### config.mk
export PLATFORM = sky130hd
export DESIGN_NAME = http_request_stream_parser
export DESIGN_NICKNAME = d
export VERILOG_FILES = /design/src/hrsp_pkg.sv /design/src/http_request_stream_parser.sv /design/src/hrsp_core.sv
export SDC_FILE = /design/constraint.sdc
export NUM_CORES = 1
export LEC_CHECK = 0
export ABC_CLOCK_PERIOD_IN_PS = 11800
export BUFFER_PORTS_ARGS = -buffer_cell sky130_fd_sc_hd__buf_2
export CORE_UTILIZATION = 31
export CTS_CLUSTER_DIAMETER = 200
export DETAILED_ROUTE_END_ITERATION = 12
export GPL_TIMING_DRIVEN = 0
export PLACE_DENSITY_LB_ADDON = 0.15
export SLEW_MARGIN = 20
export SYNTH_ARGS = -nofsm -noshare
export SYNTH_HDL_FRONTEND = slang
export SYNTH_HIERARCHICAL = 1
export SYNTH_SLANG_ARGS = --single-unit
### constraint.sdc
create_clock -name clk -period 11.8 [get_ports clk]
set_input_delay 3.54 -clock clk [delete_from_list [all_inputs] [get_ports clk]]
set_output_delay 3.54 -clock clk [all_outputs]
set_load 0.01 [all_outputs]
### src/hrsp_pkg.sv
// Package for the HTTP request stream parser: phase codes, result kinds,
// error codes and character helpers. No dependencies.
`timescale 1ns / 1ps
`default_nettype none
package hrsp_pkg;

	localparam int LengthWidthDefault = 32;

	localparam logic [3:0] KIND_METHOD  = 4'd0;
	localparam logic [3:0] KIND_PATH    = 4'd1;
	localparam logic [3:0] KIND_QUERY   = 4'd2;
	localparam logic [3:0] KIND_VERSION = 4'd3;
	localparam logic [3:0] KIND_NAME    = 4'd4;
	localparam logic [3:0] KIND_VALUE   = 4'd5;
	localparam logic [3:0] KIND_HDR_END = 4'd6;
	localparam logic [3:0] KIND_HDRS    = 4'd7;
	localparam logic [3:0] KIND_BODY    = 4'd8;
	localparam logic [3:0] KIND_ERROR   = 4'd9;

	localparam logic [3:0] ERR_METHOD  = 4'd0;
	localparam logic [3:0] ERR_SPACE   = 4'd1;
	localparam logic [3:0] ERR_SLASH   = 4'd2;
	localparam logic [3:0] ERR_QUERY   = 4'd3;
	localparam logic [3:0] ERR_VERSION = 4'd4;
	localparam logic [3:0] ERR_LINE    = 4'd5;
	localparam logic [3:0] ERR_HEADER  = 4'd6;
	localparam logic [3:0] ERR_BLANK   = 4'd7;
	localparam logic [3:0] ERR_CSIZE   = 4'd8;
	localparam logic [3:0] ERR_CEND    = 4'd9;
	localparam logic [3:0] ERR_FINAL   = 4'd10;
	localparam logic [3:0] ERR_OVERFLOW = 4'd11;

	localparam logic [1:0] METHOD_GET    = 2'd0;
	localparam logic [1:0] METHOD_POST   = 2'd1;
	localparam logic [1:0] METHOD_DELETE = 2'd2;

	localparam logic [1:0] MODE_NONE    = 2'd0;
	localparam logic [1:0] MODE_LENGTH  = 2'd1;
	localparam logic [1:0] MODE_CHUNKED = 2'd2;

	typedef enum logic [30:0] {
		PH_METHOD      = 31'h0000_0001,
		PH_SLASH       = 31'h0000_0002,
		PH_PATH        = 31'h0000_0004,
		PH_V0          = 31'h0000_0008,
		PH_V1          = 31'h0000_0010,
		PH_V2          = 31'h0000_0020,
		PH_V3          = 31'h0000_0040,
		PH_V4          = 31'h0000_0080,
		PH_VMAJ        = 31'h0000_0100,
		PH_VDOT        = 31'h0000_0200,
		PH_VMIN        = 31'h0000_0400,
		PH_RL_CR       = 31'h0000_0800,
		PH_RL_LF       = 31'h0000_1000,
		PH_LINE_START  = 31'h0000_2000,
		PH_NAME        = 31'h0000_4000,
		PH_SKIP        = 31'h0000_8000,
		PH_VALUE       = 31'h0001_0000,
		PH_HDR_LF      = 31'h0002_0000,
		PH_BLANK_LF    = 31'h0004_0000,
		PH_BODY        = 31'h0008_0000,
		PH_CSIZE_FIRST = 31'h0010_0000,
		PH_CSIZE       = 31'h0020_0000,
		PH_CEXT        = 31'h0040_0000,
		PH_CSIZE_LF    = 31'h0080_0000,
		PH_CDATA       = 31'h0100_0000,
		PH_CDATA_CR    = 31'h0200_0000,
		PH_CDATA_LF    = 31'h0400_0000,
		PH_FINAL_CR    = 31'h0800_0000,
		PH_FINAL_LF    = 31'h1000_0000,
		PH_DONE        = 31'h2000_0000,
		PH_ERROR       = 31'h4000_0000
	} phase_t;

	typedef struct packed {
		logic [3:0] kind;
		logic [7:0] byte_out;
		logic [1:0] method_code;
		logic [3:0] version_major;
		logic [3:0] version_minor;
		logic [1:0] body_mode;
		logic [3:0] error_code;
		logic       request_done;
	} result_t;

	function automatic logic [7:0] to_lower(input logic [7:0] b);
		return (b inside {["A":"Z"]}) ? b + 8'd32 : b;
	endfunction

	function automatic logic [7:0] te_char(input logic [4:0] p);
		case (p)
			5'd0: return "t";
			5'd1: return "r";
			5'd2: return "a";
			5'd3: return "n";
			5'd4: return "s";
			5'd5: return "f";
			5'd6: return "e";
			5'd7: return "r";
			5'd8: return "-";
			5'd9: return "e";
			5'd10: return "n";
			5'd11: return "c";
			5'd12: return "o";
			5'd13: return "d";
			5'd14: return "i";
			5'd15: return "n";
			5'd16: return "g";
			default: return 8'h00;
		endcase
	endfunction

	function automatic logic [7:0] cl_char(input logic [4:0] p);
		case (p)
			5'd0: return "c";
			5'd1: return "o";
			5'd2: return "n";
			5'd3: return "t";
			5'd4: return "e";
			5'd5: return "n";
			5'd6: return "t";
			5'd7: return "-";
			5'd8: return "l";
			5'd9: return "e";
			5'd10: return "n";
			5'd11: return "g";
			5'd12: return "t";
			5'd13: return "h";
			default: return 8'h00;
		endcase
	endfunction

	function automatic logic [7:0] ch_char(input logic [2:0] p);
		case (p)
			3'd0: return "c";
			3'd1: return "h";
			3'd2: return "u";
			3'd3: return "n";
			3'd4: return "k";
			3'd5: return "e";
			3'd6: return "d";
			default: return 8'h00;
		endcase
	endfunction

	function automatic logic [7:0] ver_char(input phase_t p);
		case (p)
			PH_V0: return "H";
			PH_V1: return "T";
			PH_V2: return "T";
			PH_V3: return "P";
			default: return "/";
		endcase
	endfunction

	function automatic phase_t ver_next(input phase_t p);
		case (p)
			PH_V0: return PH_V1;
			PH_V1: return PH_V2;
			PH_V2: return PH_V3;
			PH_V3: return PH_V4;
			default: return PH_VMAJ;
		endcase
	endfunction

	function automatic logic is_hex(input logic [7:0] b);
		return b inside {["0":"9"], ["a":"f"], ["A":"F"]};
	endfunction

	function automatic logic [3:0] hex_val(input logic [7:0] b);
		logic [7:0] t;
		t = 8'd0;
		if (b inside {["0":"9"]}) t = b - "0";
		else if (b inside {["a":"f"]}) t = b - "a" + 8'd10;
		else t = b - "A" + 8'd10;
		return t[3:0];
	endfunction

endpackage
`default_nettype wire

### src/http_request_stream_parser.sv
// HTTP request stream parser, one request byte per word.
// Usage: s_axis carries raw bytes (tdata) and a restart flag (tuser); a
// byte with tuser set restarts parsing at the request line. m_axis carries
// zero or one result word per input byte: tuser gives the kind (method,
// path/query byte, version, header name/value byte, header end, headers
// done, body byte or error), tdata the fields. tlast marks the word that
// completes a request.
// Pipeline: input register, then result register; the parse step lies
// between them, and the parse state is registered together with the result.
// Throughput: one byte per cycle while the result register is empty or
// m_axis_tready is high.
// Reset: the parser waits for a request line, both pipeline stages empty.
// Stall: when m_axis_tready is low the result is held; an empty input
// register still takes one byte, then s_axis_tready drops.
// After an error or a completed request, bytes are dropped until a byte
// with tuser set arrives.
// Depends on hrsp_pkg and hrsp_core.
`timescale 1ns / 1ps
`default_nettype none
module http_request_stream_parser #(
	parameter int LENGTH_WIDTH = hrsp_pkg::LengthWidthDefault
) (
	input  wire logic        clk,
	input  wire logic        arst_n,
	input  wire logic        s_axis_tvalid,
	output logic             s_axis_tready,
	input  wire logic [7:0]  s_axis_tdata,  // byte_in
	input  wire logic        s_axis_tuser,  // new_request
	output logic             m_axis_tvalid,
	input  wire logic        m_axis_tready,
	// byte_out[7:0], method_code[9:8], version_major[13:10],
	// version_minor[17:14], body_mode[19:18], error_code[23:20]
	output logic [23:0]      m_axis_tdata,
	output logic [3:0]       m_axis_tuser,  // kind
	output logic             m_axis_tlast   // request_done
);
	import hrsp_pkg::*;

	result_t res;

	hrsp_core #(.LENGTH_WIDTH(LENGTH_WIDTH)) u_core (
		.clk       (clk),
		.arst_n    (arst_n),
		.in_valid  (s_axis_tvalid),
		.in_byte   (s_axis_tdata),
		.in_new    (s_axis_tuser),
		.in_ready  (s_axis_tready),
		.res_valid (m_axis_tvalid),
		.res       (res),
		.res_ready (m_axis_tready)
	);

	assign m_axis_tdata = {res.error_code, res.body_mode, res.version_minor,
		res.version_major, res.method_code, res.byte_out};
	assign m_axis_tuser = res.kind;
	assign m_axis_tlast = res.request_done;
endmodule
`default_nettype wire

### src/hrsp_core.sv
// Parser core: input register, one-byte parse step, result register.
// Depends on hrsp_pkg.
`timescale 1ns / 1ps
`default_nettype none
module hrsp_core #(
	parameter int LENGTH_WIDTH = hrsp_pkg::LengthWidthDefault
) (
	input  wire logic             clk,
	input  wire logic             arst_n,
	input  wire logic             in_valid,
	input  wire logic [7:0]       in_byte,
	input  wire logic             in_new,
	output logic                  in_ready,
	output logic                  res_valid,
	output hrsp_pkg::result_t     res,
	input  wire logic             res_ready
);
	import hrsp_pkg::*;

	// input register
	logic       v_s1;
	logic [7:0] b_s1;
	logic       n_s1;
	logic       adv;

	phase_t                  phase_q;
	logic [47:0]             mchars_q;
	logic [2:0]              mcount_q;
	logic                    qseen_q;
	logic [4:0]              npos_q;
	logic [1:0]              nflags_q;
	logic [2:0]              vpos_q;
	logic [1:0]              nonempty_q;
	logic [LENGTH_WIDTH-1:0] vacc_q;
	logic                    chunked_q;
	logic                    lenflag_q;
	logic [LENGTH_WIDTH-1:0] blen_q;
	logic [LENGTH_WIDTH-1:0] rem_q;
	logic [3:0]              major_q;

	phase_t                  phase_d;
	logic [47:0]             mchars_d;
	logic [2:0]              mcount_d;
	logic                    qseen_d;
	logic [4:0]              npos_d;
	logic [1:0]              nflags_d;
	logic [2:0]              vpos_d;
	logic [1:0]              nonempty_d;
	logic [LENGTH_WIDTH-1:0] vacc_d;
	logic                    chunked_d;
	logic                    lenflag_d;
	logic [LENGTH_WIDTH-1:0] blen_d;
	logic [LENGTH_WIDTH-1:0] rem_d;
	logic [3:0]              major_d;

	logic    emit;
	result_t r;

	assign adv      = !res_valid || res_ready;
	assign in_ready = !v_s1 || adv;

	always_ff @(posedge clk or negedge arst_n) begin
		if (!arst_n) begin
			v_s1 <= 1'b0;
		end else if (in_ready) begin
			v_s1 <= in_valid;
		end
	end

	always_ff @(posedge clk) begin
		if (in_ready && in_valid) begin
			b_s1 <= in_byte;
			n_s1 <= in_new;
		end
	end

	always_comb begin
		phase_t     ph;
		logic [47:0] mc;
		logic [2:0]  mn;
		logic        qs;
		logic [4:0]  np;
		logic [1:0]  nf;
		logic [2:0]  vp;
		logic [1:0]  ne;
		logic [LENGTH_WIDTH-1:0] va;
		logic        ck;
		logic        lf;
		logic [LENGTH_WIDTH-1:0] bl;
		logic [LENGTH_WIDTH-1:0] rm;
		logic [3:0]  mj;
		logic [7:0]  b;
		logic [7:0]  c;
		logic [LENGTH_WIDTH-1:0] rdec;
		logic [LENGTH_WIDTH+3:0] prod10;
		logic [LENGTH_WIDTH+4:0] sum10;
		logic [LENGTH_WIDTH+4:0] sum16;

		b  = b_s1;
		c  = to_lower(b);
		ph = phase_q; mc = mchars_q; mn = mcount_q; qs = qseen_q;
		np = npos_q; nf = nflags_q; vp = vpos_q; ne = nonempty_q;
		va = vacc_q; ck = chunked_q; lf = lenflag_q; bl = blen_q;
		rm = rem_q; mj = major_q;
		if (n_s1) begin
			ph = PH_METHOD; mc = '0; mn = '0; qs = 1'b0; np = '0; nf = '0;
			vp = '0; ne = '0; va = '0; ck = 1'b0; lf = 1'b0; bl = '0; rm = '0;
			mj = '0;
		end
		emit = 1'b0;
		r    = '0;
		rdec = (rm != '0) ? rm - {{(LENGTH_WIDTH-1){1'b0}}, 1'b1} : rm;
		prod10 = {1'b0, va, 3'b000} + {3'b000, va, 1'b0};
		sum10  = {1'b0, prod10} + {{(LENGTH_WIDTH-3){1'b0}}, b - 8'h30};
		sum16  = {1'b0, rm, 4'h0} + {{(LENGTH_WIDTH+1){1'b0}}, hex_val(b)};

		case (ph)
			PH_METHOD: begin
				if (b == " ") begin
					emit = 1'b1;
					if (mn == 3'd3 && mc == 48'h474554) begin
						r.kind = KIND_METHOD; r.method_code = METHOD_GET; ph = PH_SLASH;
					end else if (mn == 3'd4 && mc == 48'h504F5354) begin
						r.kind = KIND_METHOD; r.method_code = METHOD_POST; ph = PH_SLASH;
					end else if (mn == 3'd6 && mc == 48'h44454C455445) begin
						r.kind = KIND_METHOD; r.method_code = METHOD_DELETE; ph = PH_SLASH;
					end else begin
						r.kind = KIND_ERROR; r.error_code = ERR_METHOD; ph = PH_ERROR;
					end
				end else if (mn >= 3'd6) begin
					emit = 1'b1; r.kind = KIND_ERROR; r.error_code = ERR_METHOD; ph = PH_ERROR;
				end else begin
					mc = {mc[39:0], b};
					mn = mn + 3'd1;
				end
			end
			PH_SLASH: begin
				if (b != "/") begin
					emit = 1'b1; r.kind = KIND_ERROR; r.error_code = ERR_SLASH; ph = PH_ERROR;
				end else ph = PH_PATH;
			end
			PH_PATH: begin
				if (b == " ") ph = PH_V0;
				else if (b == "?") begin
					if (qs) begin
						emit = 1'b1; r.kind = KIND_ERROR; r.error_code = ERR_QUERY; ph = PH_ERROR;
					end else qs = 1'b1;
				end else if (b inside {8'h0d, 8'h0a}) begin
					emit = 1'b1; r.kind = KIND_ERROR; r.error_code = ERR_SPACE; ph = PH_ERROR;
				end else begin
					emit = 1'b1; r.kind = qs ? KIND_QUERY : KIND_PATH; r.byte_out = b;
				end
			end
			PH_V0, PH_V1, PH_V2, PH_V3, PH_V4: begin
				if (b != ver_char(ph)) begin
					emit = 1'b1; r.kind = KIND_ERROR; r.error_code = ERR_VERSION; ph = PH_ERROR;
				end else ph = ver_next(ph);
			end
			PH_VMAJ: begin
				if (!(b inside {["0":"9"]})) begin
					emit = 1'b1; r.kind = KIND_ERROR; r.error_code = ERR_VERSION; ph = PH_ERROR;
				end else begin
					mj = b[3:0]; ph = PH_VDOT;
				end
			end
			PH_VDOT: begin
				if (b != ".") begin
					emit = 1'b1; r.kind = KIND_ERROR; r.error_code = ERR_VERSION; ph = PH_ERROR;
				end else ph = PH_VMIN;
			end
			PH_VMIN: begin
				emit = 1'b1;
				if (!(b inside {["0":"9"]})) begin
					r.kind = KIND_ERROR; r.error_code = ERR_VERSION; ph = PH_ERROR;
				end else begin
					r.kind = KIND_VERSION; r.version_major = mj; r.version_minor = b[3:0];
					ph = PH_RL_CR;
				end
			end
			PH_RL_CR: begin
				if (b != 8'h0d) begin
					emit = 1'b1; r.kind = KIND_ERROR; r.error_code = ERR_LINE; ph = PH_ERROR;
				end else ph = PH_RL_LF;
			end
			PH_RL_LF: begin
				if (b != 8'h0a) begin
					emit = 1'b1; r.kind = KIND_ERROR; r.error_code = ERR_LINE; ph = PH_ERROR;
				end else begin
					np = '0; nf = 2'b11; vp = '0; ne = '0; va = '0; ph = PH_LINE_START;
				end
			end
			PH_LINE_START, PH_NAME: begin
				if (ph == PH_LINE_START && b == 8'h0d) ph = PH_BLANK_LF;
				else if (b == ":") begin
					if (nf[0] && np == 5'd17) nf = 2'b01;
					else if (nf[1] && np == 5'd14) nf = 2'b10;
					else begin
						nf = 2'b00; np = '0;
					end
					ph = PH_SKIP;
				end else if (b inside {8'h0d, 8'h0a}) begin
					emit = 1'b1; r.kind = KIND_ERROR; r.error_code = ERR_HEADER; ph = PH_ERROR;
				end else begin
					ph = PH_NAME;
					ne[0] = 1'b1;
					if (np >= 5'd17 || c != te_char(np)) nf[0] = 1'b0;
					if (np >= 5'd14 || c != cl_char(np)) nf[1] = 1'b0;
					if (np < 5'd31) np = np + 5'd1;
					emit = 1'b1; r.kind = KIND_NAME; r.byte_out = b;
				end
			end
			PH_SKIP: ph = PH_VALUE;
			PH_VALUE: begin
				if (b == 8'h0d) ph = PH_HDR_LF;
				else if (b == 8'h0a) begin
					emit = 1'b1; r.kind = KIND_ERROR; r.error_code = ERR_HEADER; ph = PH_ERROR;
				end else begin
					ne[1] = 1'b1;
					emit = 1'b1; r.kind = KIND_VALUE; r.byte_out = b;
					if (np == 5'd17 && nf[0]) begin
						if (vp < 3'd7 && c == ch_char(vp)) vp = vp + 3'd1;
						else nf = 2'b00;
					end
					if (nf[1] && !vp[0]) begin
						if (b inside {["0":"9"]}) begin
							if (sum10[LENGTH_WIDTH+4:LENGTH_WIDTH] != '0) begin
								r = '0; r.kind = KIND_ERROR; r.error_code = ERR_OVERFLOW;
								ph = PH_ERROR;
							end else va = sum10[LENGTH_WIDTH-1:0];
						end else vp = 3'd1;
					end
				end
			end
			PH_HDR_LF: begin
				emit = 1'b1;
				if (b != 8'h0a) begin
					r.kind = KIND_ERROR; r.error_code = ERR_HEADER; ph = PH_ERROR;
				end else begin
					if (ne == 2'b11) begin
						if (np == 5'd17) ck = nf[0] && vp == 3'd7;
						if (nf[1]) begin
							lf = 1'b1; bl = va;
						end
					end
					np = '0; nf = 2'b11; vp = '0; ne = '0; va = '0;
					ph = PH_LINE_START;
					r.kind = KIND_HDR_END;
				end
			end
			PH_BLANK_LF: begin
				emit = 1'b1;
				if (b != 8'h0a) begin
					r.kind = KIND_ERROR; r.error_code = ERR_BLANK; ph = PH_ERROR;
				end else begin
					r.kind = KIND_HDRS;
					if (ck) begin
						r.body_mode = MODE_CHUNKED; ph = PH_CSIZE_FIRST;
					end else if (lf) begin
						r.body_mode = MODE_LENGTH;
						if (bl == '0) begin
							r.request_done = 1'b1; ph = PH_DONE;
						end else begin
							rm = bl; ph = PH_BODY;
						end
					end else begin
						r.body_mode = MODE_NONE; r.request_done = 1'b1; ph = PH_DONE;
					end
				end
			end
			PH_BODY: begin
				emit = 1'b1; r.kind = KIND_BODY; r.byte_out = b;
				rm = rdec;
				if (rdec == '0) begin
					r.request_done = 1'b1; ph = PH_DONE;
				end
			end
			PH_CSIZE_FIRST: begin
				if (!is_hex(b)) begin
					emit = 1'b1; r.kind = KIND_ERROR; r.error_code = ERR_CSIZE; ph = PH_ERROR;
				end else begin
					rm = {{(LENGTH_WIDTH-4){1'b0}}, hex_val(b)}; ph = PH_CSIZE;
				end
			end
			PH_CSIZE: begin
				if (is_hex(b)) begin
					if (sum16[LENGTH_WIDTH+4:LENGTH_WIDTH] != '0) begin
						emit = 1'b1; r.kind = KIND_ERROR; r.error_code = ERR_OVERFLOW;
						ph = PH_ERROR;
					end else rm = sum16[LENGTH_WIDTH-1:0];
				end else ph = (b == 8'h0d) ? PH_CSIZE_LF : PH_CEXT;
			end
			PH_CEXT: if (b == 8'h0d) ph = PH_CSIZE_LF;
			PH_CSIZE_LF: begin
				if (b != 8'h0a) begin
					emit = 1'b1; r.kind = KIND_ERROR; r.error_code = ERR_CSIZE; ph = PH_ERROR;
				end else ph = (rm != '0) ? PH_CDATA : PH_FINAL_CR;
			end
			PH_CDATA: begin
				rm = rdec;
				if (rdec == '0) ph = PH_CDATA_CR;
				emit = 1'b1; r.kind = KIND_BODY; r.byte_out = b;
			end
			PH_CDATA_CR: begin
				if (b != 8'h0d) begin
					emit = 1'b1; r.kind = KIND_ERROR; r.error_code = ERR_CEND; ph = PH_ERROR;
				end else ph = PH_CDATA_LF;
			end
			PH_CDATA_LF: begin
				if (b != 8'h0a) begin
					emit = 1'b1; r.kind = KIND_ERROR; r.error_code = ERR_CEND; ph = PH_ERROR;
				end else ph = PH_CSIZE_FIRST;
			end
			PH_FINAL_CR: begin
				if (b != 8'h0d) begin
					emit = 1'b1; r.kind = KIND_ERROR; r.error_code = ERR_FINAL; ph = PH_ERROR;
				end else ph = PH_FINAL_LF;
			end
			PH_FINAL_LF: begin
				emit = 1'b1;
				if (b != 8'h0a) begin
					r.kind = KIND_ERROR; r.error_code = ERR_FINAL; ph = PH_ERROR;
				end else begin
					r.kind = KIND_HDRS; r.body_mode = MODE_CHUNKED; r.request_done = 1'b1;
					ph = PH_DONE;
				end
			end
			default: ;
		endcase

		phase_d = ph; mchars_d = mc; mcount_d = mn; qseen_d = qs; npos_d = np;
		nflags_d = nf; vpos_d = vp; nonempty_d = ne; vacc_d = va; chunked_d = ck;
		lenflag_d = lf; blen_d = bl; rem_d = rm; major_d = mj;
	end

	always_ff @(posedge clk or negedge arst_n) begin
		if (!arst_n) begin
			phase_q <= PH_METHOD; mchars_q <= '0; mcount_q <= '0; qseen_q <= 1'b0;
			npos_q <= '0; nflags_q <= '0; vpos_q <= '0; nonempty_q <= '0;
			vacc_q <= '0; chunked_q <= 1'b0; lenflag_q <= 1'b0; blen_q <= '0;
			rem_q <= '0; major_q <= '0;
			res_valid <= 1'b0;
		end else if (adv) begin
			res_valid <= v_s1 && emit;
			if (v_s1) begin
				phase_q <= phase_d; mchars_q <= mchars_d; mcount_q <= mcount_d;
				qseen_q <= qseen_d; npos_q <= npos_d; nflags_q <= nflags_d;
				vpos_q <= vpos_d; nonempty_q <= nonempty_d; vacc_q <= vacc_d;
				chunked_q <= chunked_d; lenflag_q <= lenflag_d; blen_q <= blen_d;
				rem_q <= rem_d; major_q <= major_d;
			end
		end
	end

	always_ff @(posedge clk) begin
		if (adv && v_s1 && emit) res <= r;
	end
endmodule
`default_nettype wire
### Word-level counts from Yosys, hierarchy flattened

Memories as Yosys holds them, arrays and structs flattened.
Cells that the tools add are included.
Widths: inputs -> output; s select.

* bits in registers: 237
* memory bits (read-only): 336
* input port bits: 13
* output and inout port bits: 31
* memories: 2

* add/sub/neg operators: 13
* magnitude comparators: 12
* equality and inequality tests: 58
* multiplexer cells: 254
* reduce and logical (&&, ||, !) cells: 43

Memory list
* (no name shown): depth 32, bits a word 7, read ports 1, clocked after Yosys merged registers in 0, write ports 0, line hrsp_pkg.sv:91 `case (p)`
* (no name shown): depth 16, bits a word 7, read ports 1, clocked after Yosys merged registers in 0, write ports 0, line hrsp_pkg.sv:114 `case (p)`

Operators with widths (number)
* $mux 31: 39
* $pmux 31 s23: 1
* $mux 32: 21
* $mux 48: 4
* $mux 4: 38
* $mux 8: 18
* $pmux 32 s4: 1
* $mux 29: 4
* $pmux 4 s18: 1
* $mux 3: 23
* $logic_not 32->1: 2
* $pmux 32 s2: 1
* $pmux 4 s16: 1
* $mux 2: 26
* $pmux 7 s7: 1
* $eq 48x23->1 const B: 1
* $eq 48x31->1 const B: 1
* $eq 48x47->1 const B: 1
* $mux 1: 47
* $mux 5: 8
* $add 36x4->37: 1
* $add 36x8->37: 1
* $add 35x33->36: 1
* $mux 12: 3
* 85 further kinds: 135

### Logic depth before layout (Yosys ltp)

* depth after elaboration: 20
* mapped depth: 25

### Worst setup path after synthesis

Ideal clock, no wire load.

* path type: input port to output port
* from: input m_axis_tready
* to: output s_axis_tready
* data arrival time: 3764 ps
* slack: 4496 ps
* cell stages on the path: 2
* cell sequence: nor2b_1 nand2_1

* cells in the longest elaborated chain, start to end: 2

RTL lines
* from (decl): line http_request_stream_parser.sv:30 `input wire logic m_axis_tready,`
* $logic_or 1x1->1: line hrsp_core.sv:59 `assign adv = !res_valid || res_ready;`
* $logic_or 1x1->1: line hrsp_core.sv:60 `assign in_ready = !v_s1 || adv;`
* to (decl): line http_request_stream_parser.sv:26 `output logic s_axis_tready,`

No other way between the ends.

### Final worst setup path

* from: register u_core.n_s1
* to: register u_core.phase_q[20]

* cells in the longest elaborated chain, start to end: 20

RTL lines
* from (decl): line hrsp_core.sv:23 `logic n_s1;`
* from (signal assigned): line hrsp_core.sv:73 `n_s1 <= in_new;`
* parallel branches: the longest is 19 deep, another holds $add 36x8->37
* $pmux 31 s23 (*): line hrsp_core.sv:117 `case (ph)`
* to (signal assigned): line hrsp_core.sv:345 `phase_q <= phase_d; mchars_q <= mchars_d; mcount_q <= mcount_d;`
* to (decl): line hrsp_core.sv:26 `phase_t phase_q;`

Every way passes the cells marked *. The select of a mux whose other input is x is not followed.
A chain may end at the register's enable or synchronous reset.

==> flow_summary.rst <==
.. list-table::
   :header-rows: 1

   * - Metric
     - Value
   * - Antenna violations before repair
     - 1
   * - Fin area
     - between 0.015 and 0.02 sq mm
   * - Worst R2R End
     - u_core/phase_q[20]$_DFFE_PN0P_
   * - Clk slew on worst S/H paths
     - 60 ps
   * - Global-route wire length before repair
     - 112.9 mm
   * - Static leakage
     - 8.395 nW
   * - Fraction of the yosys area taken by sequential cells
     - 34.53%
   * - Maximum net fanout on the critical path
     - 10
   * - Die extent in y
     - 241.2 um
   * - Number of enable-type register cells in the synthesized netlist
     - 38
   * - Worst Slack Setup Final
     - 849.6 ps
   * - Post-CTS resize count
     - 0
   * - Bufs and invs on worst path
     - 11
   * - CTS Hold Bufs
     - 0
   * - Number of global-route vias before repair
     - 17305
   * - Startpoint type of the worst setup path
     - flip-flop
   * - Rel. slew slack
     - 17.76%
   * - Status
     - complete, no violations
   * - Top library cells by usage in the layout, fill and taps aside
     - sky130_fd_sc_hd__nand2_1 (248), sky130_fd_sc_hd__dfrtp_1 (198), sky130_fd_sc_hd__nor2_1 (167)
   * - Final worst path period share
     - 92.80%
   * - Hold_sp
     - u_core/qseen_q$_DFFE_PN0P_
   * - Worst Hold End
     - u_core/qseen_q$_DFFE_PN0P_
   * - Number of vias after detailed routing
     - 17853
   * - Cell-by-cell listing of the critical path
     - buf_2, buf_2, clkbuf_1, clkbuf_1, clkbuf_1, buf_1, clkbuf_1, clkbuf_1, clkbuf_1, nor2b_1, ha_1, ha_1, clkbuf_1, a21o_1, a21o_1, a2111oi_0, nor2_1, nor2_1, a21oi_1, o31ai_2, a21o_1, o31a_1, buf_6, a32o_1
   * - Final ANT Viol Nets
     - 0
   * - Most frequent standard cell in the layout excluding fill and tap cells
     - sky130_fd_sc_hd__nand2_1
   * - Number of CTS-inserted buffers
     - 30
   * - CTS tree
     - built
   * - Placer's final routability congestion estimate
     - 0.9679
   * - Iteration count of the initial detailed-routing pass
     - 6
   * - Yosys warnings
     - 6
   * - Kind of cell adding the most delay to the critical path
     - buffers and inverters
   * - CP Data Arrival Time
     - approximately 11000 ps
   * - Skew final
     - 17.16 ps
   * - Number of buffer cells added on primary ports
     - 43
   * - Worst supply voltage drop on vdd
     - 0.1054 mV
   * - Aggregate global routing overflow
     - 0
   * - Setup Buffers After CTS
     - 0
   * - Tightest Hold Check Type
     - reg2reg
   * - Fill count
     - 5925
   * - Setup violation total in the final timing report
     - 0
   * - Number of violations reported at the end of detailed-routing iteration 0
     - between 1500 and 2000
   * - Post-synth top flop
     - sky130_fd_sc_hd__dfrtp_1
   * - RSZ-0062 raised after global routing
     - false
   * - Final Core Density
     - a little over a third
   * - Fmax achieved
     - 91.32 MHz
   * - Critical register-to-register path startpoint
     - u_core/n_s1$_DFFE_PP_
   * - Number of standard-cell rows in the floorplan
     - between 80 and 90
   * - Post-synthesis instance area
     - 0.01773 sq mm
   * - Setup slack on the worst flop-to-flop path
     - roughly 850 ps
   * - Number of different library cells in the post-synthesis netlist
     - 96
   * - Placed Area
     - 0.01901 sq mm
   * - Final worst path period need
     - 10950 ps
   * - # DRC
     - 0
   * - Crit path largest cell delay
     - between 900 and 1000 ps
   * - Synthesis-to-finish area growth
     - 12.74%
   * - Antenna diode count
     - 0
   * - Via-to-Cell Ratio
     - 6.031
   * - Maximum level of the CTS H-tree
     - 1
   * - Cell at the slowest stage of the critical path
     - sky130_fd_sc_hd__buf_1
   * - Worst hold path stage count
     - 2
   * - Core Region
     - ~0.056 sq mm
   * - All-Layer GR Usage
     - 25.81%
   * - Clock net sink count
     - around 240
   * - Worst reg-to-reg path cell count
     - 24
   * - Count of endpoints failing hold in the final timing report
     - 0
   * - Ratio of total power to cell area
     - 142.6 mW/mm^2
   * - Bufs on Longest Clock Path
     - 3
   * - Setup total negative slack
     - 0 ps
   * - Pin count of the biggest net entering global routing
     - roughly 70
   * - Initial Util
     - between 30% and 40%
   * - Total I/O pin count
     - 44
   * - Floorplan die area
     - 0.05816 sq mm
   * - Pre-CTS setup slack
     - 1077 ps
   * - Measured slew at the worst slew-check pin
     - 1234 ps
   * - Syn_area_per_cell
     - 8.436 sq um
   * - Data required time at the worst endpoint
     - 12300 ps
   * - Overall die width
     - 241.2 um
   * - Clock insertion delay at the later pin of the skew report
     - 580 ps
   * - Max-slew violations
     - 0
   * - Max-capacitance violation count
     - 0
   * - Synthesized netlist cell count
     - 2102
   * - Detailed placer's ending HPWL
     - between 50 and 60 mm
   * - Type of the worst setup path
     - reg2reg
   * - Net count of the finished layout
     - about 2300
   * - Fraction of synthesis flops using an asynchronous set or reset pin
     - 83.97%
   * - Share of post-route cells with drive strength above 1
     - 7.532%
   * - FF+latch count, synth
     - approximately 240
   * - Buffer cell driving the clock tree root
     - sky130_fd_sc_hd__clkbuf_16
   * - Routed wirelength normalized by instance count
     - 25.31 um
   * - Launching element of the worst setup path
     - u_core/n_s1$_DFFE_PP_
   * - Cell seen most often among critical-path stages
     - sky130_fd_sc_hd__clkbuf_1
   * - Crit path capture type
     - flip-flop
   * - Synthesized netlist net count
     - ~2200
   * - Wirelength, routed
     - approximately 75 mm
==> state kept, by name, summed over array words and instances, names as in the netlist, 2 cells and up <==
signal / flops
u_core/mcount_q: 3
u_core/mchars_q: 48
u_core/vpos_q: 3
u_core/nonempty_q: 2
u_core/res: 29
u_core/vacc_q: 32
u_core/nflags_q: 2
u_core/rem_q: 32
u_core/npos_q: 5
u_core/b_s1: 8
u_core/blen_q: 32
u_core/phase_q: 31
u_core/major_q: 4
==> layout make-up <==
type	instances	area [sq um]	area share [%]
Timing Repair Buffer	46	307.8	1.540
Clock buffer	42	888.4	4.444
Clock inverter	14	85.08	0.4256
Multi-Input combinational cell	1679	10880	54.44
Buffer	138	579.3	2.898
Inverter	48	180.2	0.9012
Sequential cell	237	6122	30.62
Tap cell	756	945.9	4.731
==> worst reg2reg max path, stage by stage, from the launching register on <==
cell	delay, ps
sky130_fd_sc_hd__edfxtp_1	330
sky130_fd_sc_hd__buf_2	360
sky130_fd_sc_hd__buf_2	420
sky130_fd_sc_hd__clkbuf_1	840
sky130_fd_sc_hd__clkbuf_1	720
sky130_fd_sc_hd__clkbuf_1	760
sky130_fd_sc_hd__buf_1	980
sky130_fd_sc_hd__clkbuf_1	700
sky130_fd_sc_hd__clkbuf_1	730
sky130_fd_sc_hd__clkbuf_1	490
sky130_fd_sc_hd__nor2b_1	150
sky130_fd_sc_hd__ha_1	320
sky130_fd_sc_hd__ha_1	260
sky130_fd_sc_hd__clkbuf_1	200
sky130_fd_sc_hd__a21o_1	240
sky130_fd_sc_hd__a21o_1	200
sky130_fd_sc_hd__a2111oi_0	790
sky130_fd_sc_hd__nor2_1	90
sky130_fd_sc_hd__nor2_1	120
sky130_fd_sc_hd__a21oi_1	180
sky130_fd_sc_hd__o31ai_2	800
sky130_fd_sc_hd__a21o_1	450
sky130_fd_sc_hd__o31a_1	370
sky130_fd_sc_hd__buf_6	220
sky130_fd_sc_hd__a32o_1	150
==> through the flow <==
step	hold slack, ps	instances	power (mW)
2_1_floorplan	449.7	2102	1.593
3_3_place_gp	470.8	2901	1.922
4_1_cts	485.3	2960	2.854
3_5_place_dp	471.7	2904	1.934
6_report	485.6	2960	2.851
5_1_grt	508.3	2960	2.993
==> where the power goes <==
part	switching, mW	total (mW)	internal (mW)
clock network	0.386	0.910	0.523
logic	0.621	0.897	0.276
registers	0.115	1.04	0.929
total	1.12	2.85	1.73
==> metal layers <==
layer | wire length, um | vias up | GRT usage [%] | share of wire (%)
met5 | 0 | - | 0 | 0
met4 | 2110 | 0 | 7.346 | 2.8
met3 | 5774 | 115 | 4.232 | 7.7
met2 | 32760 | 773 | 39.21 | 44
met1 | 34280 | 8867 | 37.36 | 46
li1 | - | 8098 | - | -
==> worst max path at each step <==
stage | endpoint | depth (start not counted)
after global routing | u_core/phase_q[24]$_DFFE_PN0P_ | 24
after detailed placement | u_core/phase_q[20]$_DFFE_PN0P_ | 24
after CTS | u_core/phase_q[20]$_DFFE_PN0P_ | 24
after global placement | u_core/phase_q[20]$_DFFE_PN0P_ | 24
final | u_core/phase_q[20]$_DFFE_PN0P_ | 24
after floorplan | s_axis_tready | 2
==> synth_stat cells, drive strengths merged (31+ instances only) <==
library cell	n	area [sq um]
a21oi	116	584.3
a22o	80	700.7
a22oi	48	360.4
buf	31	176.4
clkbuf	107	401.6
dfrtp	198	4955
edfxtp	38	1141
ha	91	1139
inv	46	172.7
nand2	248	930.9
nand3	63	315.3
nand4	31	193.9
nor2	169	644.4
nor2b	47	294.0
nor3	69	360.4
nor4	56	396.6
o21ai	168	844.6
xnor2	38	332.8
==> logic make-up after synthesis <==
group | count (synthesis) | share of synthesized area [%]
simple gates | 828 | 23.53
compound gates | 673 | 26.33
flops | 237 | 34.53
buf+inv | 186 | 4.276
fa+ha+maj | 97 | 7.099
xor+xnor | 61 | 3.013
mux | 20 | 1.228
Power figures use the tool's default switching activity.
